[src/hdl/ase_pkg.sv]
// Shared types, opcode constants and decoded-instruction layout for the ARM subset core.
`timescale 1ns / 1ps
`default_nettype none

package ase_pkg;

  // Register file geometry.
  localparam int          NUM_REGS = 16;
  localparam logic [3:0]  REG_PC   = 4'd15;
  localparam logic [3:0]  REG_LR   = 4'd14;

  // Condition field value that never executes in this subset.
  localparam logic [3:0]  COND_NV  = 4'hF;

  // Instruction class, bits 27:25.
  localparam logic [2:0]  CLS_DP_IMM = 3'd1;
  localparam logic [2:0]  CLS_MEM    = 3'd2;
  localparam logic [2:0]  CLS_BRANCH = 3'd5;

  // Data processing opcodes, bits 24:21.
  localparam logic [3:0]  DP_SUB = 4'd2;
  localparam logic [3:0]  DP_MOV = 4'd13;

  // Work kinds handed from the front end to the execute stage.
  localparam logic [2:0]  KIND_UNDEF   = 3'd0;
  localparam logic [2:0]  KIND_NV      = 3'd1;
  localparam logic [2:0]  KIND_BRANCH  = 3'd2;
  localparam logic [2:0]  KIND_MOV     = 3'd3;
  localparam logic [2:0]  KIND_SUB     = 3'd4;
  localparam logic [2:0]  KIND_MEM     = 3'd5;
  localparam logic [2:0]  KIND_LOADRET = 3'd6;

  // One classified word as it sits in the queue.
  typedef struct packed {
    logic [2:0]  kind;
    logic [3:0]  cond;
    logic [3:0]  rn;
    logic [3:0]  rd;
    logic        link;
    logic [23:0] br_off;
    logic [31:0] imm;
    logic        rot_nz;
    logic        flag_update;
    logic        pre;
    logic        up;
    logic        byte_acc;
    logic        wb;
    logic        load;
    logic [11:0] off;
    logic [31:0] load_data;
  } ase_op_t;

endpackage

`default_nettype wire

[src/hdl/ase_decode.sv]
// Front end: classifies an incoming word and expands its immediate fields.
`timescale 1ns / 1ps
`default_nettype none

module ase_decode
  import ase_pkg::*;
(
  input  wire logic        cmd,
  input  wire logic [31:0] instruction,
  input  wire logic [31:0] load_data,
  output ase_op_t          op
);

  logic [4:0]  rot_amt;
  logic [63:0] imm_dbl;
  logic [63:0] imm_shifted;

  // Rotate right of the 8-bit immediate by twice the rotate field.
  assign rot_amt     = {instruction[11:8], 1'b0};
  assign imm_dbl     = {24'd0, instruction[7:0], 24'd0, instruction[7:0]};
  assign imm_shifted = imm_dbl >> rot_amt;

  always_comb begin
    op             = '0;
    op.cond        = instruction[31:28];
    op.rn          = instruction[19:16];
    op.rd          = instruction[15:12];
    op.link        = instruction[24];
    op.br_off      = instruction[23:0];
    op.imm         = imm_shifted[31:0];
    op.rot_nz      = |instruction[11:8];
    op.flag_update = instruction[20];
    op.pre         = instruction[24];
    op.up          = instruction[23];
    op.byte_acc    = instruction[22];
    op.wb          = instruction[21];
    op.load        = instruction[20];
    op.off         = instruction[11:0];
    op.load_data   = load_data;

    if (cmd) begin
      op.kind = KIND_LOADRET;
    end else if (instruction[31:28] == COND_NV) begin
      op.kind = KIND_NV;
    end else begin
      unique case (instruction[27:25])
        CLS_BRANCH: op.kind = KIND_BRANCH;
        CLS_MEM:    op.kind = KIND_MEM;
        CLS_DP_IMM: begin
          if (instruction[24:21] == DP_MOV) begin
            op.kind = KIND_MOV;
          end else if (instruction[24:21] == DP_SUB) begin
            op.kind = KIND_SUB;
          end else begin
            op.kind = KIND_UNDEF;
          end
        end
        default:    op.kind = KIND_UNDEF;
      endcase
    end
  end

endmodule

`default_nettype wire

[src/hdl/ase_queue.sv]
// Small FIFO of classified words between the front end and the execute stage.
`timescale 1ns / 1ps
`default_nettype none

module ase_queue
  import ase_pkg::*;
#(
  parameter int DEPTH = 2
) (
  input  wire logic clk,
  input  wire logic rst,
  input  wire logic push,
  input  ase_op_t   push_op,
  output logic      not_full,
  input  wire logic pop,
  output logic      not_empty,
  output ase_op_t   head_op
);

  localparam int PTR_W = (DEPTH > 1) ? $clog2(DEPTH) : 1;
  localparam int CNT_W = $clog2(DEPTH + 1);

  ase_op_t            slots [DEPTH];
  logic [PTR_W-1:0]   wr_ptr;
  logic [PTR_W-1:0]   rd_ptr;
  logic [CNT_W-1:0]   count;
  logic               do_push;
  logic               do_pop;

  assign not_full  = (count != CNT_W'(DEPTH));
  assign not_empty = (count != '0);
  assign do_push   = push && not_full;
  assign do_pop    = pop && not_empty;
  assign head_op   = slots[rd_ptr];

  always_ff @(posedge clk) begin
    if (do_push) begin
      slots[wr_ptr] <= push_op;
    end
  end

  always_ff @(posedge clk) begin
    if (rst) begin
      wr_ptr <= '0;
      rd_ptr <= '0;
      count  <= '0;
    end else begin
      if (do_push) begin
        wr_ptr <= (wr_ptr == PTR_W'(DEPTH - 1)) ? '0 : wr_ptr + 1'b1;
      end
      if (do_pop) begin
        rd_ptr <= (rd_ptr == PTR_W'(DEPTH - 1)) ? '0 : rd_ptr + 1'b1;
      end
      if (do_push && !do_pop) begin
        count <= count + 1'b1;
      end else if (do_pop && !do_push) begin
        count <= count - 1'b1;
      end
    end
  end

  // The fill count can never pass the number of slots.
  a_count_bound: assert property (@(posedge clk) disable iff (rst)
    count <= CNT_W'(DEPTH))
    else $error("queue count exceeds depth");

endmodule

`default_nettype wire

[src/hdl/ase_execute.sv]
// Back end: register file, flags, program counter, pending load and result register.
`timescale 1ns / 1ps
`default_nettype none

module ase_execute
  import ase_pkg::*;
(
  input  wire logic        clk,
  input  wire logic        rst,
  input  wire logic        q_valid,
  input  ase_op_t          q_op,
  output logic             q_pop,
  output logic             out_valid,
  input  wire logic        out_ready,
  output logic [31:0]      fetch_address,
  output logic             mem_valid,
  output logic             mem_write,
  output logic             mem_byte,
  output logic [31:0]      mem_address,
  output logic [31:0]      mem_wdata,
  output logic             executed,
  output logic             undefined_instr,
  output logic [3:0]       flags_nzcv
);

  function automatic logic cond_pass(input logic [3:0] c, input logic [3:0] f);
    logic n;
    logic z;
    logic cf;
    logic v;
    logic r;
    n  = f[3];
    z  = f[2];
    cf = f[1];
    v  = f[0];
    unique case (c)
      4'd0:    r = z;
      4'd1:    r = !z;
      4'd2:    r = cf;
      4'd3:    r = !cf;
      4'd4:    r = n;
      4'd5:    r = !n;
      4'd6:    r = v;
      4'd7:    r = !v;
      4'd8:    r = cf && !z;
      4'd9:    r = !cf || z;
      4'd10:   r = (n == v);
      4'd11:   r = (n != v);
      4'd12:   r = !z && (n == v);
      4'd13:   r = z || (n != v);
      4'd14:   r = 1'b1;
      default: r = 1'b0;
    endcase
    return r;
  endfunction

  // Architectural state.
  logic [31:0]         rf_mem [NUM_REGS];
  logic [NUM_REGS-1:0] rf_written;
  logic [31:0]         pc;
  logic [3:0]          flags;
  logic [3:0]          pend_dest;
  logic                pend_valid;
  logic                pend_skip;

  // Execute stage register and its operand reads.
  logic                ex_valid;
  ase_op_t             ex_op;
  logic [31:0]         rn_data;
  logic [31:0]         rd_data;
  logic                fire;
  logic                ex_load;

  // Next-state and result signals.
  logic [31:0]         pc_next;
  logic [3:0]          flags_next;
  logic [3:0]          pend_dest_next;
  logic                pend_valid_next;
  logic                pend_skip_next;
  logic                wr_en;
  logic [3:0]          wr_idx;
  logic [31:0]         wr_val;
  logic                mv;
  logic                mw;
  logic                mb;
  logic [31:0]         ma;
  logic [31:0]         md;
  logic                ex;
  logic                und;

  // Datapath temporaries.
  logic [31:0]         opa;
  logic [31:0]         opd;
  logic [32:0]         diff;
  logic [31:0]         off32;
  logic [31:0]         moved;
  logic                dowb;
  logic                rf_we;

  assign fire    = ex_valid && (!out_valid || out_ready);
  assign ex_load = q_valid && (!ex_valid || fire);
  assign q_pop   = ex_load;
  assign rf_we   = fire && wr_en && (wr_idx != REG_PC);

  always_ff @(posedge clk) begin
    if (rst) begin
      ex_valid <= 1'b0;
    end else if (ex_load) begin
      ex_valid <= 1'b1;
    end else if (fire) begin
      ex_valid <= 1'b0;
    end
  end

  // Register file: one write port, two registered read ports. A write at the
  // same edge as the read is forwarded so back-to-back words see it.
  always_ff @(posedge clk) begin
    if (rf_we) begin
      rf_mem[wr_idx] <= wr_val;
    end
  end

  always_ff @(posedge clk) begin
    if (rst) begin
      rf_written <= '0;
    end else if (rf_we) begin
      rf_written[wr_idx] <= 1'b1;
    end
  end

  always_ff @(posedge clk) begin
    if (ex_load) begin
      ex_op <= q_op;
      if (rf_we && (wr_idx == q_op.rn)) begin
        rn_data <= wr_val;
      end else begin
        rn_data <= rf_written[q_op.rn] ? rf_mem[q_op.rn] : '0;
      end
      if (rf_we && (wr_idx == q_op.rd)) begin
        rd_data <= wr_val;
      end else begin
        rd_data <= rf_written[q_op.rd] ? rf_mem[q_op.rd] : '0;
      end
    end
  end

  always_comb begin
    opa   = (ex_op.rn == REG_PC) ? pc + 32'd8 : rn_data;
    opd   = (ex_op.rd == REG_PC) ? pc + 32'd8 : rd_data;
    diff  = {1'b0, opa} - {1'b0, ex_op.imm};
    off32 = {20'd0, ex_op.off};
    moved = ex_op.up ? opa + off32 : opa - off32;
    dowb  = !ex_op.pre || ex_op.wb;

    pc_next         = pc;
    flags_next      = flags;
    pend_dest_next  = pend_dest;
    pend_valid_next = pend_valid;
    pend_skip_next  = pend_skip;
    wr_en           = 1'b0;
    wr_idx          = ex_op.rd;
    wr_val          = '0;
    mv              = 1'b0;
    mw              = 1'b0;
    mb              = 1'b0;
    ma              = '0;
    md              = '0;
    ex              = 1'b0;
    und             = 1'b0;

    case (ex_op.kind)
      KIND_LOADRET: begin
        if (pend_valid) begin
          if (!pend_skip) begin
            wr_en  = 1'b1;
            wr_idx = pend_dest;
            wr_val = (pend_dest == REG_PC) ? {ex_op.load_data[31:2], 2'b00}
                                           : ex_op.load_data;
          end
          pend_valid_next = 1'b0;
          pend_skip_next  = 1'b0;
          ex              = 1'b1;
        end
      end
      KIND_NV: begin
        und = 1'b1;
      end
      default: begin
        if (!cond_pass(ex_op.cond, flags)) begin
          pc_next = pc + 32'd4;
        end else begin
          pc_next = pc + 32'd4;
          unique case (ex_op.kind)
            KIND_BRANCH: begin
              if (ex_op.link) begin
                wr_en  = 1'b1;
                wr_idx = REG_LR;
                wr_val = pc + 32'd4;
              end
              pc_next = pc + 32'd8 + {{6{ex_op.br_off[23]}}, ex_op.br_off, 2'b00};
              ex      = 1'b1;
            end
            KIND_MOV: begin
              wr_en  = 1'b1;
              wr_val = ex_op.imm;
              if (ex_op.flag_update) begin
                flags_next = {ex_op.imm[31], (ex_op.imm == '0),
                              ex_op.rot_nz ? ex_op.imm[31] : flags[1], flags[0]};
              end
              ex = 1'b1;
            end
            KIND_SUB: begin
              wr_en  = 1'b1;
              wr_val = diff[31:0];
              if (ex_op.flag_update) begin
                flags_next = {diff[31], (diff[31:0] == '0), !diff[32],
                              (opa[31] ^ ex_op.imm[31]) & (opa[31] ^ diff[31])};
              end
              ex = 1'b1;
            end
            KIND_MEM: begin
              mv = 1'b1;
              mb = ex_op.byte_acc;
              ma = ex_op.pre ? moved : opa;
              if (ex_op.load) begin
                pend_dest_next  = ex_op.rd;
                pend_valid_next = 1'b1;
                pend_skip_next  = dowb && (ex_op.rn == ex_op.rd);
              end else begin
                mw = 1'b1;
                md = ex_op.byte_acc ? {24'd0, opd[7:0]} : opd;
              end
              if (dowb) begin
                wr_en  = 1'b1;
                wr_idx = ex_op.rn;
                wr_val = (ex_op.rn == REG_PC) ? {moved[31:2], 2'b00} : moved;
              end
              ex = 1'b1;
            end
            default: begin
              und     = 1'b1;
              pc_next = pc;
            end
          endcase
        end
      end
    endcase

    // A register write to r15 redirects the program counter.
    if (wr_en && (wr_idx == REG_PC)) begin
      pc_next = wr_val;
    end
  end

  always_ff @(posedge clk) begin
    if (rst) begin
      pc         <= '0;
      flags      <= '0;
      pend_dest  <= '0;
      pend_valid <= 1'b0;
      pend_skip  <= 1'b0;
    end else if (fire) begin
      pc         <= pc_next;
      flags      <= flags_next;
      pend_dest  <= pend_dest_next;
      pend_valid <= pend_valid_next;
      pend_skip  <= pend_skip_next;
    end
  end

  always_ff @(posedge clk) begin
    if (rst) begin
      out_valid <= 1'b0;
    end else if (fire) begin
      out_valid <= 1'b1;
    end else if (out_ready) begin
      out_valid <= 1'b0;
    end
  end

  always_ff @(posedge clk) begin
    if (fire) begin
      fetch_address   <= pc_next;
      mem_valid       <= mv;
      mem_write       <= mw;
      mem_byte        <= mb;
      mem_address     <= ma;
      mem_wdata       <= md;
      executed        <= ex;
      undefined_instr <= und;
      flags_nzcv      <= flags_next;
    end
  end

  // A skipped load return only makes sense while a load is outstanding.
  a_skip_needs_pending: assert property (@(posedge clk) disable iff (rst)
    pend_skip |-> pend_valid)
    else $error("pending skip set without a pending load");

  // An undefined word leaves the program counter where it was.
  a_undef_holds_pc: assert property (@(posedge clk) disable iff (rst)
    (fire && und) |=> (fetch_address == $past(pc)))
    else $error("undefined word moved the program counter");

  // Without a memory request the request fields of the result are all zero.
  a_idle_mem_fields: assert property (@(posedge clk) disable iff (rst)
    (out_valid && !mem_valid) |->
      (!mem_write && !mem_byte && (mem_address == '0) && (mem_wdata == '0)))
    else $error("memory fields set without a request");

  // A word is never both executed and undefined.
  a_exec_or_undef: assert property (@(posedge clk) disable iff (rst)
    fire |=> !(executed && undefined_instr))
    else $error("result both executed and undefined");

endmodule

`default_nettype wire

[src/hdl/arm_subset_instruction_execute.sv]
// Top level of the ARM subset executor: front-end decode, word queue and execute stage.
`timescale 1ns / 1ps
`default_nettype none

// Channel  Handshake             Payload
// -------  --------------------  -----------------------------------------------
// input    in_valid / in_ready   cmd, instruction, load_data
// output   out_valid / out_ready fetch_address, mem_valid, mem_write, mem_byte,
//                                mem_address, mem_wdata, executed,
//                                undefined_instr, flags_nzcv
//
// One input word is taken per cycle and one result word leaves per cycle while
// out_ready stays high; the execute stage then finishes one word per cycle, its
// register reads being registered as the word enters the stage, with forwarding
// from the write at that edge. A word passes a queue slot, the stage register and
// the result register in turn. rst (synchronous, active high) clears the registers,
// flags, program counter, pending load, queue and both valid flags.
// A stall on the output holds the execute stage; the queue then fills and
// in_ready drops only when all QUEUE_DEPTH slots hold words.

module arm_subset_instruction_execute
  import ase_pkg::*;
#(
  parameter int QUEUE_DEPTH = 2
) (
  input  wire logic        clk,
  input  wire logic        rst,
  input  wire logic        in_valid,
  output logic             in_ready,
  input  wire logic        cmd,
  input  wire logic [31:0] instruction,
  input  wire logic [31:0] load_data,
  output logic             out_valid,
  input  wire logic        out_ready,
  output logic [31:0]      fetch_address,
  output logic             mem_valid,
  output logic             mem_write,
  output logic             mem_byte,
  output logic [31:0]      mem_address,
  output logic [31:0]      mem_wdata,
  output logic             executed,
  output logic             undefined_instr,
  output logic [3:0]       flags_nzcv
);

  // Front end: each word is classified as soon as it arrives.
  ase_op_t dec_op;
  ase_op_t head_op;
  logic    q_valid;
  logic    q_pop;

  ase_decode u_decode (
    .cmd         (cmd),
    .instruction (instruction),
    .load_data   (load_data),
    .op          (dec_op)
  );

  // The queue lets the front end keep accepting while the back end stalls.
  ase_queue #(
    .DEPTH (QUEUE_DEPTH)
  ) u_queue (
    .clk       (clk),
    .rst       (rst),
    .push      (in_valid),
    .push_op   (dec_op),
    .not_full  (in_ready),
    .pop       (q_pop),
    .not_empty (q_valid),
    .head_op   (head_op)
  );

  // Back end: all architectural state and the result register live here.
  ase_execute u_execute (
    .clk             (clk),
    .rst             (rst),
    .q_valid         (q_valid),
    .q_op            (head_op),
    .q_pop           (q_pop),
    .out_valid       (out_valid),
    .out_ready       (out_ready),
    .fetch_address   (fetch_address),
    .mem_valid       (mem_valid),
    .mem_write       (mem_write),
    .mem_byte        (mem_byte),
    .mem_address     (mem_address),
    .mem_wdata       (mem_wdata),
    .executed        (executed),
    .undefined_instr (undefined_instr),
    .flags_nzcv      (flags_nzcv)
  );

endmodule

`default_nettype wire
[config.mk]
export PLATFORM = sky130hd
export DESIGN_NAME = arm_subset_instruction_execute
export DESIGN_NICKNAME = d
export VERILOG_FILES = /design/src/hdl/ase_pkg.sv /design/src/hdl/ase_decode.sv /design/src/hdl/ase_queue.sv /design/src/hdl/ase_execute.sv /design/src/hdl/arm_subset_instruction_execute.sv
export SDC_FILE = /design/constraint.sdc
export NUM_CORES = 2
export LEC_CHECK = 0
export BUFFER_PORTS_ARGS = -buffer_cell sky130_fd_sc_hd__buf_2
export CAP_MARGIN = 20
export CELL_PAD_IN_SITES_DETAIL_PLACEMENT = 1
export CELL_PAD_IN_SITES_GLOBAL_PLACEMENT = 1
export CORE_ASPECT_RATIO = 0.6
export CORE_MARGIN = 10
export CORE_UTILIZATION = 45
export CTS_BUF_LIST = sky130_fd_sc_hd__clkbuf_8
export DETAILED_ROUTE_END_ITERATION = 8
export PLACE_DENSITY_LB_ADDON = 0.1
export SLEW_MARGIN = 20
export SYNTH_ARGS = -nofsm -noshare
export SYNTH_HDL_FRONTEND = slang
export SYNTH_SLANG_ARGS = --single-unit
export TNS_END_PERCENT = 20
[constraint.sdc]
create_clock -name clk -period 11.06 [get_ports clk]
set_input_delay 1.659 -clock clk [delete_from_list [all_inputs] [get_ports clk]]
set_output_delay 1.659 -clock clk [all_outputs]
set_load 0.03 [all_outputs]
**Word-level counts from Yosys, hierarchy flattened**

Memory sizes are Yosys's and may differ from the RTL's. A register that Yosys moved wholly into a read port is not among the register bits.
Cells that the tools add are included.

- Add/sub/neg operators: 10
- Magnitude comparators: 4
- Equal/unequal tests: 38
- Mux-type cells: 86
- Reductions and logical operators: 52
- Bitwise logic cells: 8
- Shift-type cells: 1

Operators with widths:

| operator | number |
|---|---|
| 32-bit 2-to-1 mux | 16 |
| 32-bit case mux with 2 select lines | 2 |
| 32-bit case mux with 4 select lines | 1 |
| 32-bit zero test | 2 |
| 4-bit equality test (second input constant) | 13 |
| 40-bit by 5-bit >> shifter with 32-bit output | 1 |
| 1-bit 2-to-1 mux | 36 |
| 4-bit 2-to-1 mux | 9 |
| 32-bit by 32-bit subtractor with 33-bit output | 1 |
| 32-bit by 12-bit adder with 32-bit output | 1 |
| 32-bit by 3-bit adder with 32-bit output (second input constant) | 1 |
| 32-bit adder | 1 |
| 32-bit by 4-bit adder with 32-bit output (second input constant) | 1 |
| 32-bit by 12-bit subtractor with 32-bit output | 1 |
| 4-bit case mux with 2 select lines | 3 |
| 4-bit by 3-bit equality test with 1-bit output (second input constant) | 4 |
| 16-bit bitwise OR | 1 |
| 1-bit logical AND | 15 |
| 4-bit by 5-bit less-than comparator with 1-bit output (second input constant) | 3 |
| 1-bit case mux with 15 select lines | 1 |
| 2-bit nonzero test | 7 |
| 3-bit equality test (second input constant) | 4 |
| 4-bit by 2-bit equality test with 1-bit output (second input constant) | 3 |
| 4-bit equality test | 3 |
| 32 further kinds | 69 |

- Input port bits: 69
- Memories kept: 2
- Flip-flop bits (word level): 356
- RAM bits: 758
- Word-level logic and storage cells: 240
- Output and inout port bits: 107

Memories:

| memory | words | bits a word | rd ports | clocked after memory_dff | write ports | line | text |
|---|---|---|---|---|---|---|---|
| u_execute.rf_mem | 16 | 32 | 2 | 0 | 1 | ase_execute.sv:58 | `logic [31:0] rf_mem [NUM_REGS];` |
| u_queue.slots | 2 | 123 | 1 | 1 | 1 | ase_queue.sv:23 | `ase_op_t slots [DEPTH];` |

**Longest topological paths before layout**

- Depth after elaboration: 11
- Mapped depth: 20
- Gate-level depth less buffers: 19

**By module**

A second synthesis with hierarchy kept.

- Cells, all modules: 4133
- Area total of the unflattened synthesis: 57880.5 sq um

Modules (own cells, without submodules):

| module | cells each | area each (sq um) | times used | sequential area each (sq um) |
|---|---|---|---|---|
| ase_execute | 3525 | 47052.6 | 1 | 25344.3 |
| ase_queue | 407 | 9387.8 | 1 | 7487.2 |
| ase_decode | 201 | 1440.1 | 1 | 0.0 |

**Worst setup path after synthesis**

Ideal clock, no wire load.

- Kind: input to register
- Start point: in in_valid
- End point: mem u_queue.slots[0][0] (netlist name) (enable)
- Required time: 10.506 ns
- Arrival time: 5.797 ns
- Setup time: 0.554 ns
- Stages: 2
- Path slack: 4.709 ns
- Cell sequence: nand2_1 > nor2_1

- Cells in the longest elaborated chain, start to end: 3

RTL lines:

| what | line | text |
|---|---|---|
| from (decl) | arm_subset_instruction_execute.sv:28 | `input wire logic in_valid,` |
| 1-bit logical AND | ase_queue.sv:32 | `assign do_push = push && not_full;` |
| 1-bit 2-to-1 mux | ase_queue.sv:37 | `if (do_push) begin` |
| 1-bit 2-to-1 mux (not written as such) | ase_queue.sv:38 | `slots[wr_ptr] <= push_op;` |
| to (decl) | ase_queue.sv:23 |  |

Every way passes these cells.

**Worst setup path after layout**

- Start point: reg u_execute.ex_op[33] (netlist name)
- End point: reg u_execute.rn_data[31] (data pin)

- Cells in the longest elaborated chain, start to end: 7
- Elaborated cells on any way between the ends: 8
- Classes of those cells: 2 x add/sub; 6 x mux

RTL lines:

| what | line | text |
|---|---|---|
| from (decl) | ase_execute.sv:68 | `ase_op_t ex_op;` |
| from (signal assigned) | ase_execute.sv:133 | `ex_op <= q_op;` |
| 32-bit by 12-bit subtractor with 32-bit output or 32-bit by 12-bit adder with 32-bit output (tied branches) | ase_execute.sv:152 | `moved = ex_op.up ? opa + off32 : opa - off32;` |
| 32-bit 2-to-1 mux * | ase_execute.sv:152 |  |
| 32-bit 2-to-1 mux * | ase_execute.sv:233 | `if (dowb) begin` |
| 32-bit case mux with 4 select lines * | ase_execute.sv:193 | `unique case (ex_op.kind)` |
| 32-bit 2-to-1 mux * | ase_execute.sv:189 | `if (!cond_pass(ex_op.cond, flags)) begin` |
| 32-bit case mux with 2 select lines * | ase_execute.sv:171 | `case (ex_op.kind)` |
| via u_execute.wr_val[31] | ase_execute.sv:82 | `logic [31:0] wr_val;` |
| 32-bit 2-to-1 mux * | ase_execute.sv:134 | `if (rf_we && (wr_idx == q_op.rn)) begin` |
| to (signal assigned) | ase_execute.sv:135 | `rn_data <= wr_val;` |
| to (signal assigned) | ase_execute.sv:137 | `rn_data <= rf_written[q_op.rn] ? rf_mem[q_op.rn] : '0;` |
| to (decl) | ase_execute.sv:69 | `logic [31:0] rn_data;` |

The timed path passes the listed nets; every way through them passes the cells marked *.
A chain may end at the register's enable or synchronous reset.

==> metrics.log <==
INFO  metric count_of_flip_flops_with_a_built_in_enable_after_synthesis = slightly below 1000
INFO  metric async_flop_share = 0%
INFO  metric timing_hold_violations_final = 0
INFO  metric fin_setup_tns = 0 ns
INFO  metric global_route.usage.met3 = 11.68%
INFO  metric fin_ws = 3.708 ns
INFO  metric detail_route.wirelength = about 240000 µm
INFO  metric layout.cells.non_filler = 7279
INFO  metric min_period_over_period = 66.48%
INFO  metric fill_count = around 13000
INFO  metric route.detailed.drc = 0
INFO  metric avgSynthCellArea = 10.16 µm²
INFO  metric static-leakage-power = 22.75 nW
INFO  metric detail_route.first_pass.iterations = 7
INFO  metric critical_path.reg2reg.startpoint = u_execute.ex_op[33]$_DFFE_PP_
INFO  metric setup_viol = 0
INFO  metric synth_seq_area_share = 55.20%
INFO  metric startpoint = u_execute.ex_op[33]$_DFFE_PP_
INFO  metric sequentialPowerShare = 31.3%
INFO  metric timing.final.crit_period = 7.352 ns
INFO  metric num_io_pins = 176
INFO  metric global_route_met1_usage = 50.30%
INFO  metric hold_path.startpoint = u_execute.rf_written[15]$_SDFFE_PP0P_
INFO  metric vias_in_the_first_global_route = 45360
INFO  metric ff_latch_area = 30490 µm²
INFO  metric buffer_depth_of_the_longest_clock_path = 3
INFO  metric reg2reg_depth = 16
INFO  metric switching_component_of_the_power = 9.310 mW
INFO  metric final_layout_size_suffix_gt1_share = 12.10%
INFO  metric die_x = 472.3 µm
INFO  metric grt_antenna_before_repair = 10
INFO  metric status = finished clean
INFO  metric criticalPathCategory = flop to flop
INFO  metric holdWs = 0.4948 ns
INFO  metric largest_register = u_execute.rf_mem
INFO  metric final_instance_area = 61020 µm²
INFO  metric post_cts.resized_instances = 0
INFO  metric synth_ff_type = edfxtp_1
INFO  metric layout.core_utilization = 50.12%
INFO  metric worstPathCellList = inv_1 -> ha_1 -> nor3b_1 -> nand2_1 -> nor2_1 -> a21oi_1 -> ha_1 -> a21oi_1 -> o211ai_1 -> a211oi_1 -> nor3_1 -> or4_1 -> a21oi_1 -> xnor3_1 -> a221o_1 -> mux2_2
INFO  metric postCtsHoldBufs = 0
INFO  metric clk-insertion-delay-late = 0.93 ns
INFO  metric internal-power = 9.559 mW
INFO  metric ys_warn_count = 0
INFO  metric post_synth_instance_area = roughly 55000 µm²
INFO  metric placed_cells_incl_taps = 6985
INFO  metric crit_path_top_delay_cell = a211oi_1
INFO  metric area_growth = 10.48%
INFO  metric fin_worst_skew = 0.05193 ns
INFO  metric reg.largest.list = u_execute.rf_mem (512), u_queue.slots (194), u_execute.ex_op (97)
INFO  metric met2_usage = 43.41%
INFO  metric crit-reg2reg-capture = u_execute.rn_data[31]$_DFFE_PP_
INFO  metric tritoncts = yes
INFO  metric vias = approximately 47000
INFO  metric numPortBuffers = 175
INFO  metric setup.worst_path.end_class = flop
INFO  metric place.detailed.hpwl = around 160000 µm
INFO  metric detailed_place.area = about 58000 µm²
INFO  metric h-tree-depth = 4
INFO  metric setup.worst_path.start_class = flop
INFO  metric critical_path.endpoint = u_execute.rn_data[31]$_DFFE_PP_
INFO  metric cp.required = approximately 12 ns
INFO  metric crit_path_max_incr_delay = 1.02 ns
INFO  metric drtIter0Drc = 6646
INFO  metric pwr_density_cell = 309.2 nW/µm²
INFO  metric rows = between 90 and 100
INFO  metric p_total = 18.87 mW
INFO  metric routedWlPerCell = 32.44 µm
INFO  metric final_nets = 5704
INFO  metric maxClockFrequency = 0.1360 GHz
INFO  metric max_slew_margin = 15.73%
INFO  metric design.core.area = 121800 µm²
INFO  metric worstPathArrival = 8.00 ns
INFO  metric syn-instance-count = 5437
INFO  metric grt_overflow = 0
INFO  metric cts.sinks = 1037
INFO  metric grt_setup_unrepaired = false
INFO  metric switching_share = 49.34%
INFO  metric vias_per_cell = about 6.5
INFO  metric number_of_flip_flops_in_the_largest_register = ~510
INFO  metric fp.dieArea = 137600 µm²
INFO  metric grt.busiest_layer = met1
INFO  metric critical-path-top-cell-by-count = a21oi_1
INFO  metric initial_core_util = between 40% and 50%
INFO  metric synth.lib_cells_used.distinct = 91
INFO  metric ctsRootBufferMaster = clkbuf_8
INFO  metric cts.reportedPaths.clkPinSlew = 0.07 ns
INFO  metric synth-seq-cells = 1037
INFO  metric dp_slack = 4.092 ns
INFO  metric maximum_number_of_pins_on_one_net_before_global_route_repair = ~160
INFO  metric min-delay-path-class = flop to flop
INFO  metric worst_ir_drop_vdd = 0.2027 mV
INFO  metric share_comb_of_total_power = 51.6%
INFO  metric cts_buffers = 163
INFO  metric worst_pin_slew = 1.256 ns
INFO  metric multi_input_area = around 23000 µm²
INFO  metric detail-route-antenna-nets = 0
INFO  metric drv_slew = 0
INFO  metric pwr-share-clk = 17.1%
INFO  metric maxCapViolCount = 0
INFO  metric grt_util_all_layers = 32.97%
INFO  metric timing.reg2reg.setup_slack = 3.71 ns
INFO  metric grt_first_pass_wirelength = 333600 µm
INFO  metric post_cts.repair.setup_buffers = 0
INFO  metric gpl.final_weighted_congestion = between 0.9 and 1
INFO  metric worst-path-max-fanout = 20
INFO  metric die_h = 291.4 µm
-- synthesized netlist by cell type, types with 8 or more instances --
| cell type | number | area share, % |
|---|---|---|
| a311oi_1 | 214 | 3.4 |
| mux2_2 | 112 | 2.3 |
| a21boi_0 | 15 | 0.20 |
| nor2_1 | 281 | 1.9 |
| o221ai_1 | 11 | 0.17 |
| xor2_1 | 70 | 1.1 |
| and2_1 | 19 | 0.22 |
| a21oi_1 | 252 | 2.3 |
| nor3_1 | 34 | 0.31 |
| nor3b_1 | 27 | 0.37 |
| edfxtp_1 | 972 | 53 |
| a31oi_1 | 81 | 0.92 |
| a221oi_1 | 20 | 0.32 |
| or3_1 | 14 | 0.16 |
| inv_1 | 127 | 0.86 |
| and3_1 | 158 | 1.8 |
| o31ai_1 | 18 | 0.24 |
| o22ai_1 | 17 | 0.19 |
| dfxtp_1 | 65 | 2.4 |
| nand3b_1 | 16 | 0.22 |
| o21bai_1 | 10 | 0.14 |
| nand3_1 | 330 | 3.0 |
| nor2b_1 | 17 | 0.19 |
| or2_2 | 8 | 0.091 |
| ha_1 | 97 | 2.2 |
| mux2i_1 | 101 | 1.8 |
| a222oi_1 | 9 | 0.16 |
| a22oi_1 | 32 | 0.43 |
| xnor2_1 | 88 | 1.4 |
| buf_1 | 63 | 0.43 |
| clkbuf_1 | 295 | 2.0 |
| a22o_1 | 8 | 0.13 |
| nand4_1 | 34 | 0.39 |
| buf_2 | 19 | 0.17 |
| nand2b_1 | 21 | 0.24 |
| o21a_1 | 17 | 0.23 |
| a211o_1 | 8 | 0.13 |
| a211oi_1 | 55 | 0.75 |
| a21o_1 | 52 | 0.71 |
| o211ai_1 | 26 | 0.35 |
| nor4_1 | 21 | 0.24 |
| o21ai_0 | 157 | 1.4 |
| nand2_1 | 1315 | 8.9 |
-- placed cells by master, fill, tap and decap left out, types with 18 or more instances in the layout --
| master | synthesis | layout |
|---|---|---|
| o211ai_1 | 26 | 26 |
| a21o_1 | 52 | 52 |
| conb_1 | 1 | 32 |
| a311oi_1 | 214 | 214 |
| and3_1 | 158 | 157 |
| nor3_1 | 34 | 32 |
| ha_1 | 97 | 97 |
| a31oi_1 | 81 | 81 |
| buf_4 | 7 | 110 |
| dfxtp_1 | 65 | 64 |
| a22oi_1 | 32 | 32 |
| clkinv_1 | 4 | 38 |
| buf_2 | 19 | 175 |
| mux2i_1 | 101 | 93 |
| clkbuf_8 | 0 | 167 |
| nor2_1 | 281 | 266 |
| inv_1 | 127 | 179 |
| o21ai_0 | 157 | 154 |
| a211oi_1 | 55 | 53 |
| nand2_1 | 1315 | 1315 |
| edfxtp_1 | 972 | 972 |
| nand3_1 | 330 | 330 |
| nand4_1 | 34 | 34 |
| o31ai_1 | 18 | 18 |
| a21oi_1 | 252 | 249 |
| a221oi_1 | 20 | 20 |
| mux2_2 | 112 | 112 |
| and2_1 | 19 | 19 |
| nand2b_1 | 21 | 20 |
| nor3b_1 | 27 | 26 |
| xor2_1 | 70 | 70 |
| xnor2_1 | 88 | 88 |
-- worst max-delay path, delay by kind of cell (launching register included) --
| kind | cells | cell delay [ns] |
|---|---|---|
| AOI/OAI and AO/OA | 6 | 2.87 |
| adders and majority gates | 2 | 0.66 |
| xor gates and xnor gates | 1 | 0.35 |
| muxes | 1 | 0.42 |
| and+or+nand+nor | 5 | 2.15 |
| DFF | 1 | 0.44 |
| buffers and inverters | 1 | 0.14 |
-- power groups by stage --
| stage | clock, mW | sequential, mW | combinational (mW) |
|---|---|---|---|
| 2_1_floorplan | 0 | 5.82 | 5.59 |
| 3_3_place_gp | 0 | 5.93 | 9.27 |
| 3_5_place_dp | 0 | 5.94 | 9.30 |
| 4_1_cts | 3.26 | 5.86 | 9.35 |
| 5_1_grt | 3.42 | 5.93 | 10.2 |
| 6_report | 3.22 | 5.90 | 9.74 |
-- how the worst min path moves through the flow --
stage               depth (start not counted)  slack, ns                                     to
floorplan                                   2       0.46   u_execute.rf_written[0]$_SDFFE_PP0P_
global placement                            1       0.48  u_execute.rf_written[15]$_SDFFE_PP0P_
global route                                1       0.50  u_execute.rf_written[15]$_SDFFE_PP0P_
finish                                      1       0.49  u_execute.rf_written[15]$_SDFFE_PP0P_
detailed placement                          1       0.48  u_execute.rf_written[15]$_SDFFE_PP0P_
CTS                                         1       0.49  u_execute.rf_written[15]$_SDFFE_PP0P_
-- cells by family after synthesis --
family | after synthesis | share of synthesized area (%)
simple gates | 2325 | 18.57
compound gates | 1081 | 13.55
buf+inv | 519 | 3.672
other cells | 1 | 0.006789
fa+ha+maj | 100 | 2.306
xor+xnor | 159 | 2.546
flops | 1037 | 55.20
mux | 215 | 4.154
-- final cells by class --
class / instances / area share [%]
multi-input cells: 3912 / 37.92
well taps: 1616 / 3.313
flip-flops and latches: 1037 / 49.97
repair buffers: 290 / 2.965
clock buffers: 167 / 3.767
inverters: 131 / 0.8550
diodes: 2 / 0.008202
clock inverters: 124 / 1.202
-- per-layer routing --
| layer | routed length, µm | share of wire, % |
|---|---|---|
| met1 | 108600 | 46 |
| met2 | 91690 | 39 |
| met3 | 30110 | 13 |
| met4 | 5669 | 2.4 |
| met5 | 22 | 0.0093 |
Note: power is estimated with default switching activity, not from simulation.
